File: src/hw/rtl/ehs_pkg.sv
package ehs_pkg;

    // Fixed field widths
    localparam int PIXEL_W     = 8;
    localparam int CFG_SIZE_W  = 10;
    localparam int THRESH_W    = 8;
    localparam int BIN_IDX_W   = 9;
    localparam int SUM_W       = 17;

    // APB register map, one 32-bit word per register
    localparam int APB_DATA_W  = 32;
    localparam int PADDR_W     = 4;
    localparam int REG_IDX_W   = 2;

    localparam logic [REG_IDX_W-1:0] REG_FRAME_WIDTH  = 2'd0;
    localparam logic [REG_IDX_W-1:0] REG_IMAGE_HEIGHT = 2'd1;
    localparam logic [REG_IDX_W-1:0] REG_GRAD_THRESH  = 2'd2;

    localparam logic [CFG_SIZE_W-1:0] FRAME_WIDTH_RST  = 10'd512;
    localparam logic [CFG_SIZE_W-1:0] IMAGE_HEIGHT_RST = 10'd512;
    localparam logic [THRESH_W-1:0]   GRAD_THRESH_RST  = 8'd0;

    // Histogram kinds
    localparam logic KIND_HORIZONTAL = 1'b0;
    localparam logic KIND_VERTICAL   = 1'b1;

    // Result queue
    localparam int BIN_FIFO_DEPTH = 8;
    localparam int BIN_FIFO_PTR_W = 3;
    localparam int BIN_FIFO_CNT_W = 4;

    typedef logic [PIXEL_W-1:0]   t_pixel;
    typedef logic [BIN_IDX_W-1:0] t_bin_idx;
    typedef logic [SUM_W-1:0]     t_sum;

    typedef struct packed {
        logic     histogram_kind;
        t_bin_idx bin_index;
        t_sum     bin_value;
        logic     frame_last;
    } t_bin;

endpackage

File: src/hw/rtl/ehs_bin_if.sv
interface ehs_bin_if import ehs_pkg::*; ();
    logic     valid;
    logic     ready;
    logic     histogram_kind;
    t_bin_idx bin_index;
    t_sum     bin_value;
    logic     frame_last;

    modport source (output valid, output histogram_kind, output bin_index,
                    output bin_value, output frame_last, input ready);
    modport sink   (input valid, input histogram_kind, input bin_index,
                    input bin_value, input frame_last, output ready);
endinterface

File: src/hw/rtl/ehs_bin_fifo.sv
module ehs_bin_fifo import ehs_pkg::*; (
    input  logic                      i_clk,
    input  logic                      i_rst_n,
    input  logic [1:0]                i_wr_en,
    input  t_bin                      i_wr_data0,
    input  t_bin                      i_wr_data1,
    output logic [BIN_FIFO_CNT_W-1:0] o_count,
    ehs_bin_if.source                 o_bin
);

    t_bin                      r_mem [BIN_FIFO_DEPTH];
    logic [BIN_FIFO_PTR_W-1:0] r_wr_ptr;
    logic [BIN_FIFO_PTR_W-1:0] r_rd_ptr;
    logic [BIN_FIFO_CNT_W-1:0] r_count;
    logic [BIN_FIFO_CNT_W-1:0] n_count;
    logic [BIN_FIFO_PTR_W-1:0] wr_ptr_p1;
    logic [BIN_FIFO_CNT_W-1:0] push_cnt;
    logic                      pop;
    t_bin                      head;

    assign wr_ptr_p1 = r_wr_ptr + BIN_FIFO_PTR_W'(1);
    assign push_cnt  = BIN_FIFO_CNT_W'(i_wr_en[0]) + BIN_FIFO_CNT_W'(i_wr_en[1]);
    assign pop       = o_bin.valid & o_bin.ready;
    assign n_count   = r_count + push_cnt - BIN_FIFO_CNT_W'(pop);

    // Storage, up to two beats written per cycle (second only with first)
    always_ff @(posedge i_clk) begin
        if (i_wr_en[0]) begin
            r_mem[r_wr_ptr] <= i_wr_data0;
        end
        if (i_wr_en[1]) begin
            r_mem[wr_ptr_p1] <= i_wr_data1;
        end
    end

    // Pointers and fill level
    always_ff @(posedge i_clk) begin
        if (!i_rst_n) begin
            r_wr_ptr <= '0;
            r_rd_ptr <= '0;
            r_count  <= '0;
        end else begin
            r_wr_ptr <= r_wr_ptr + BIN_FIFO_PTR_W'(push_cnt);
            if (pop) begin
                r_rd_ptr <= r_rd_ptr + BIN_FIFO_PTR_W'(1);
            end
            r_count <= n_count;
        end
    end

    // Head of queue drives the output channel
    assign head                 = r_mem[r_rd_ptr];
    assign o_bin.valid          = (r_count != '0);
    assign o_bin.histogram_kind = head.histogram_kind;
    assign o_bin.bin_index      = head.bin_index;
    assign o_bin.bin_value      = head.bin_value;
    assign o_bin.frame_last     = head.frame_last;
    assign o_count              = r_count;

endmodule

File: src/flat_wrapper.sv
// flat-port wrapper written by rule: the top's interface ports become plain ports
module ehs_bin_fifo_flat import ehs_pkg::*;
  (i_clk, i_rst_n, i_wr_en, i_wr_data0, i_wr_data1, o_count, o_bin_valid, o_bin_histogram_kind, o_bin_bin_index, o_bin_bin_value, o_bin_frame_last, o_bin_ready);
  ehs_bin_if o_bin_i ();
  input  logic i_clk;
  input  logic i_rst_n;
  input  logic [1:0] i_wr_en;
  input  t_bin i_wr_data0;
  input  t_bin i_wr_data1;
  output logic [BIN_FIFO_CNT_W-1:0] o_count;
  output wire logic [$bits(o_bin_i.valid)-1:0] o_bin_valid;
  output wire logic [$bits(o_bin_i.histogram_kind)-1:0] o_bin_histogram_kind;
  output wire logic [$bits(o_bin_i.bin_index)-1:0] o_bin_bin_index;
  output wire logic [$bits(o_bin_i.bin_value)-1:0] o_bin_bin_value;
  output wire logic [$bits(o_bin_i.frame_last)-1:0] o_bin_frame_last;
  input wire logic [$bits(o_bin_i.ready)-1:0] o_bin_ready;
  assign o_bin_valid = o_bin_i.valid;
  assign o_bin_histogram_kind = o_bin_i.histogram_kind;
  assign o_bin_bin_index = o_bin_i.bin_index;
  assign o_bin_bin_value = o_bin_i.bin_value;
  assign o_bin_frame_last = o_bin_i.frame_last;
  assign o_bin_i.ready = o_bin_ready;
  ehs_bin_fifo u_core (.i_clk(i_clk), .i_rst_n(i_rst_n), .i_wr_en(i_wr_en), .i_wr_data0(i_wr_data0), .i_wr_data1(i_wr_data1), .o_count(o_count), .o_bin(o_bin_i));
endmodule
File: config.mk
export PLATFORM = sky130hd
export DESIGN_NAME = ehs_bin_fifo_flat
export DESIGN_NICKNAME = d
export VERILOG_FILES = /design/src/hw/rtl/ehs_pkg.sv /design/src/hw/rtl/ehs_bin_if.sv /design/src/hw/rtl/ehs_bin_fifo.sv /design/src/flat_wrapper.sv
export SDC_FILE = /design/constraint.sdc
export NUM_CORES = 1
export LEC_CHECK = 0
export ABC_AREA = 1
export ABC_CLOCK_PERIOD_IN_PS = 4980
export BUFFER_PORTS_ARGS = -buffer_cell sky130_fd_sc_hd__buf_2
export CAP_MARGIN = 10
export CORE_AREA = 2 2 155 157
export CTS_CLUSTER_SIZE = 25
export DETAILED_ROUTE_END_ITERATION = 8
export DIE_AREA = 0 0 157 159
export HOLD_SLACK_MARGIN = 0.02
export PLACE_DENSITY = 0.8
export SLEW_MARGIN = 20
export SYNTH_ARGS = -nofsm -noshare
export SYNTH_HDL_FRONTEND = slang
export SYNTH_SLANG_ARGS = --single-unit
File: constraint.sdc
create_clock -name i_clk -period 4.98 [get_ports i_clk]
set_input_delay 0.249 -clock i_clk [delete_from_list [all_inputs] [get_ports i_clk]]
set_output_delay 0.249 -clock i_clk [all_outputs]
set_load 0.01 [all_outputs]
==> results.md, run 1 <==
- R2r worst-path depth: 4
- Die Span Y: ~160 um
- H-tree depth: 1
- Resize count post-CTS: 0
- YS warnings: 0
- # rows: 56
- Via count: 12.5k
- RSZ-0062 raised after global routing: no
- Worst hold margin: approximately 77 ps
- Layout cells sized above 1: around a tenth
- Synth Cell Area: ~14000 um^2
- Largest net degree at the start of global routing: between 80 and 90
- Port Buffers: between 90 and 100
- Multi-input logic area: 5810 um^2
- CP Buf/Inv Count: 3
- Die area: roughly 25000 um^2
- Count of cell types in the netlist: 22
- # fillers: between 1.5k and 2k
- Deepest clock path buffer count: 3
- Clock-pin slew on the worst setup and hold paths: 60 ps
- Drt total wl: 39400 um
- Slew margin rel.: 25.0%
- Num CTS Buffers: 26
- Setup bufs post-CTS: 0
- Cells after synthesis: 1819
- Worst-margin pin slew: 1120 ps
- GRT overflow: 0
- Vias in the first global route: approximately 12k
- Lkg Pwr: approximately 7.1 nW
- Io pins: 94
- Arrival time at the worst endpoint: 3150 ps
- Clk Latency, worst-skew pair: about 530 ps
- Tcrit/Tclk final: 68.2%
- Hold Crit Depth: 3
- TritonRoute pass-1 iters: 8
- Syn Nets: between 1.5k and 2k
- DP Worst Slack: slightly above 2000 ps
- Endpoint class of the critical path: output port
- Initial Util: 59.7%
- Max Clock Freq: just under 300 MHz
- Worst Hold Class: input pin to flip-flop
- Max Slew Vio Count: 0
- Fin nets: about 1.8k
- Synth area leader: edfxtp_1
- Fin. Hold Viols: 0
- Wire length per cell: between 15 and 20 um
- Critical Path Fanout Max: 57
- # setup viols final: 0
- Status: finished, final reports clean
- Root Buffer: clkbuf_16
- # Max-Cap Violations: 0
- Core area: ~23000 um^2
- Slowest CP cell: clkinv_2
- Die width: about 160 um
- Most frequent cells in the layout: nand2_1, nand4_1, edfxtp_1
- ANT nets after route: 0
- Ranking of synthesized cells by area: edfxtp_1, nand2_1, nand4_1, buf_2, clkbuf_1
- Clock Sinks: between 200 and 250
- Post-synth top area share: roughly 49%
- DP HPWL: approximately 22000 um
- PD cells: approximately 430 nW/um^2
- Critical path startpoint category: flip-flop
- Placer Congestion: a little over 0.8
- Largest stage delay, worst path: roughly 960 ps
- Seq/Total Area, Yosys: between 50% and 60%
- Combined flip-flop and latch cell area: ~7000 um^2
- Worst setup slack after layout: about 1600 ps
- Most used cell, CP: nand2_1
- Initial DRC Count: between 1.5k and 2k
- Critical-path cell list: buf_4, clkinv_2, nand2_1, nand2_1, nand2_1, nand2_1, buf_2
- Area grow syn2layout: 8.72%
- Crit-path leading delay family: buffers and inverters
- Total GRT Usage: a little under a third
- TritonCTS clock tree: built
- Max VDD drop: 240 uV
- Setup TNS: 0 ps
- Final critical-path required period: ~3400 ps
- CP Depth: 7
- Commonest non-fill, non-tap cell in the layout: nand2_1
- First-pass GRT wire length: approximately 62000 um
- Initial antenna violation count: 2
- Drt drc: 0
- Clock skew: 7.02 ps
- FF+latch count, synth: between 200 and 250
- CP required: between 4000 and 5000 ps
- Critical path type: flip-flop to output port
- Number of vias per cell: just under 6
- Avg Inst Size Synth: roughly 7.6 um^2
==> final timing paths <==
path / endpoint / slack [ps] / from
worst max-delay path: o_bin_bin_value[2] / 1580 / flip-flop
worst min-delay path: flip-flop / 80 / o_bin_ready
worst max register to register: u_core.r_mem[6][17]$_DFFE_PP_ / 1940 / u_core.r_wr_ptr[0]$_SDFF_PN0_
worst min register to register: u_core.r_rd_ptr[1]$_SDFFE_PN0P_ / 510 / u_core.r_rd_ptr[1]$_SDFFE_PN0P_
==> layout make-up <==
type	count	share of cell area [%]
Antenna cell	1	0.0166
Clock buffer	39	4.79
Clock inverter	6	0.175
Inverter	81	2.05
Multi-Input combinational cell	1305	38.6
Sequential cell	237	46.5
Tap cell	319	2.65
Timing Repair Buffer	122	5.22
==> worst register-to-register path, delay by kind of cell (launching register included) <==
kind	cells	cell delay, ps
buf+inv	1	750
flops	1	540
simple gates	1	330
compound gates	1	510
fa+ha+maj	1	510
==> state kept, by name, indices dropped and copies added, names as in the netlist, named ones only <==
signal           count
u_core.r_mem       224
u_core.r_rd_ptr      3
u_core.r_wr_ptr      3
u_core.o_count       4
==> through the flow <==
step | util, % | power, mW | cells | instance area [um^2]
floorplan | - | 4.09 | 1819 | 13800
finish | 64.9 | 6.52 | 2110 | 15000
global route | 64.9 | 6.84 | 2109 | 15000
CTS | 64.6 | 6.48 | 2107 | 15000
global placement | 61.0 | 4.67 | 2058 | 14100
detailed placement | 61.3 | 4.74 | 2061 | 14200
==> where the power goes <==
group / internal (mW) / switching (mW)
combinational: 0.597 / 1.58
clock: 0.990 / 0.764
sequential: 2.48 / 0.0984
total: 4.07 / 2.45
==> Yosys cell counts <==
| library cell | n |
|---|---|
| a21oi_1 | 4 |
| nand3_1 | 40 |
| buf_2 | 70 |
| clkbuf_2 | 38 |
| fa_1 | 2 |
| xnor2_1 | 1 |
| edfxtp_1 | 224 |
| buf_1 | 6 |
| nand3b_1 | 1 |
| dfxtp_1 | 13 |
| xor2_1 | 1 |
| xnor2_2 | 1 |
| clkbuf_1 | 82 |
| inv_2 | 1 |
| nand4_1 | 224 |
| xor2_2 | 1 |
| o21ai_0 | 9 |
| inv_1 | 78 |
| nor2_1 | 12 |
| ha_1 | 9 |
| nand2_1 | 1000 |
| clkinv_1 | 2 |
==> repair_timing <==
item	4_1_cts	5_1_grt
hold buffers	1	0
hold endpoints to repair	4	0
setup endpoints to repair	0	0
==> logic make-up (layout without fill, tap and decap cells) <==
kind of cell | count (synthesis) | in the layout | share of synthesized area, %
other | 0 | 1 | 0
buffers and inverters | 277 | 248 | 8.49
adder cells (fa/ha/maj) | 11 | 11 | 1.10
XOR/XNOR | 4 | 4 | 0.362
flip-flops | 237 | 237 | 50.5
AO/OA/AOI/OAI | 13 | 13 | 0.470
AND/OR/NAND/NOR | 1277 | 1277 | 39.1
==> metal layers <==
layer | routed length (um) | GRT usage (%) | vias to the layer above
li1 | - | - | 5869
met1 | 14900 | 41.0 | 5755
met2 | 19200 | 51.8 | 771
met3 | 4080 | 5.82 | 111
met4 | 1280 | 12.8 | 2
met5 | 13 | 0 | -
Note: power is estimated with default switching activity, not from simulation.
==> run 2, diff against run 1 <==
--- a/config.mk
+++ b/config.mk
@@ -6,7 +6,7 @@
 export NUM_CORES = 1
 export LEC_CHECK = 0
 export ABC_AREA = 1
-export ABC_CLOCK_PERIOD_IN_PS = 4980
+export ABC_CLOCK_PERIOD_IN_PS = 3480
 export BUFFER_PORTS_ARGS = -buffer_cell sky130_fd_sc_hd__buf_2
 export CAP_MARGIN = 10
 export CORE_AREA = 2 2 155 157
==> constraint.sdc (replaced) <==
create_clock -name i_clk -period 3.48 [get_ports i_clk]
set_input_delay 0.174 -clock i_clk [delete_from_list [all_inputs] [get_ports i_clk]]
set_output_delay 0.174 -clock i_clk [all_outputs]
set_load 0.01 [all_outputs]
==> run 2 against run 1 <==
Against the previous run: via count up 0.56%; design area about the same; register-to-register slack worse by 1100 ps; clock-buffer cell count down 2; first-iteration DRC count up 13%; highest routed layer unchanged; flip-flop and latch count unchanged; critical path type unchanged; cell count up 0.47%.
==> results.md, run 2 (synthesized netlist as in run 1, its figures left out) <==
- Status: finished, final reports clean
- GRT overflow: 0
- Slew margin rel.: between 20% and 30%
- Fin. Hold Viols: 0
- Number of vias per cell: ~5.9
- RSZ-0062 raised after global routing: no
- Vias in the first global route: approximately 12k
- Critical path type: flip-flop to output port
- Met3 Use GR: around 4.7%
- Crit-path leading delay family: buffers and inverters
- Final critical-path required period: 3000 ps
- Root Buffer: clkbuf_16
- Die area: approximately 25000 um^2
- Initial DRC Count: roughly 1.7k
- Hold Path Sink: u_core.r_mem[1][4]$_DFFE_PP_
- Setup bufs post-CTS: 0
- Hold Crit Depth: 3
- First-pass GRT wire length: just over 60000 um
- Port Buffers: 93
- Via count: 12.6k
- # Max-Cap Violations: 0
- Final Cell Area: between 15000 and 20000 um^2
- PD cells: roughly 620 nW/um^2
- Worst-margin pin slew: between 1000 and 1500 ps
- Clock skew: between 10 and 15 ps
- Most frequent cells in the layout: nand2_1, nand4_1, edfxtp_1
- Slowest CP cell: clkinv_2
- Max VDD drop: 350 uV
- Clock Sinks: roughly 240
- Worst hold margin: 29.2 ps
- Routing usage on met1: 40.6%
- DP HPWL: roughly 22000 um
- Drt drc: 0
- Deepest clock path buffer count: 3
- Grt peak-use layer: met2
- Total GRT Usage: 31.6%
- Critical-path cell list: clkinv_2, buf_4, nand2_1, nand3_1, nand2_1, nand2_1, nand2_1, buf_2
- Post-Place Cell Area: around 14000 um^2
- Endpoint class of the critical path: output port
- Largest reg by FF count: u_core.r_mem
- Clk Latency, worst-skew pair: 520 ps
- Critical Path Fanout Max: 39
- ANT nets after route: 0
- Initial Util: 59.7%
- Area grow syn2layout: 8.79%
- Max Clock Freq: between 300 and 400 MHz
- H-tree depth: 1
- Worst Hold Class: input pin to flip-flop
- Clock-pin slew on the worst setup and hold paths: about 60 ps
- # setup viols final: 0
- TritonCTS clock tree: built
- Io pins: 94
- Arrival time at the worst endpoint: roughly 2800 ps
- # rows: 56
- Die width: 157 um
- Largest net degree at the start of global routing: a little over 90
- Reg2reg end: u_core.r_mem[2][4]$_DFFE_PP_
- TritonRoute pass-1 iters: 5
- # fillers: roughly 1.9k
- Fin nets: 1853
- Total power: 9.40 mW
- HP Start: i_wr_data0[4]
- Num CTS Buffers: 25
- Largest register FFs: 224
- CP required: between 3000 and 4000 ps
- Max Slew Vio Count: 0
- Layout cells sized above 1: 10.0%
- Largest stage delay, worst path: between 600 and 700 ps
- Die Span Y: ~160 um
- Drt total wl: between 40000 and 50000 um
- Tcrit/Tclk final: 86.3%
- Core area: between 20000 and 25000 um^2
- DP Worst Slack: approximately 900 ps
- Worst setup slack after layout: about 480 ps
- Lkg Pwr: 7.16 nW
- Critical path startpoint category: flip-flop
- Initial antenna violation count: 3
- CP Buf/Inv Count: 3
- Setup TNS: 0 ps
- Placer Congestion: slightly below 0.9
- Wire length per cell: roughly 19 um
- Commonest non-fill, non-tap cell in the layout: nand2_1
- Worst R2R Setup Slack: 800 ps
- Met2 Resource Use GR: 53.2%
- R2r worst-path depth: 5
- Most used cell, CP: nand2_1
- Worst r2r src: u_core.r_wr_ptr[0]$_SDFF_PN0_
[run 2: cell type report]
cell class              instances  area [um^2]  area share [%]
diodes                          1         2.50          0.0166
clock inverters                 9         70.1           0.465
multi-input cells            1305         5810            38.6
flip-flops and latches        237         6990            46.4
clock buffers                  37          701            4.65
well taps                     319          399            2.65
repair buffers                131          773            5.14
inverters                      81          308            2.04
[run 2: power by group]
| part | leakage, nW | total, mW | switching, mW | internal [mW] |
|---|---|---|---|---|
| combinational | 4.61 | 3.17 | 2.32 | 0.853 |
| sequential | 2.17 | 3.68 | 0.127 | 3.55 |
| clock | 0.379 | 2.55 | 1.09 | 1.46 |
| total | 7.16 | 9.40 | 3.53 | 5.87 |
[run 2: how the worst max path moves through the flow]
stage	start	end	slack, ps	depth (start not counted)
after floorplan	u_core.r_wr_ptr[2]$_SDFF_PN0_	u_core.r_mem[0][0]$_DFFE_PP_	440	4
after global placement	u_core.r_wr_ptr[0]$_SDFF_PN0_	u_core.r_mem[6][23]$_DFFE_PP_	960	5
after detailed placement	u_core.r_wr_ptr[0]$_SDFF_PN0_	u_core.r_mem[6][23]$_DFFE_PP_	880	5
after CTS	flip-flop	o_bin_bin_index[8]	490	8
after global routing	flip-flop	o_bin_bin_value[11]	380	8
final	flip-flop	o_bin_bin_value[11]	480	8
[run 2: worst reg2reg max path, stage by stage, from the launching register on]
cell and delay (ps):
dfxtp_1 410, ha_4 250, xnor2_4 560, buf_4 840, nand4_1 330, nand2_1 150
[run 2: routing by layer]
| metal | wire length, um | up-vias |
|---|---|---|
| met4 | 1470 | 4 |
| met5 | 31 | - |
| li1 | - | 5890 |
| met2 | 19500 | 821 |
| met3 | 4530 | 127 |
| met1 | 14600 | 5736 |
[run 2: timing repair]
action | 4_1_cts | 5_1_grt
hold buffers | 4 | 0
gates resized for setup | 0 | 0
endpoints found under the hold margin | 18 | 0
[run 2: stage by stage]
step	util (%)	instances
after floorplan	-	1819
after CTS	64.9	2119
final	64.9	2120
after global routing	64.9	2120
after global placement	61.4	2069
after detailed placement	61.4	2069
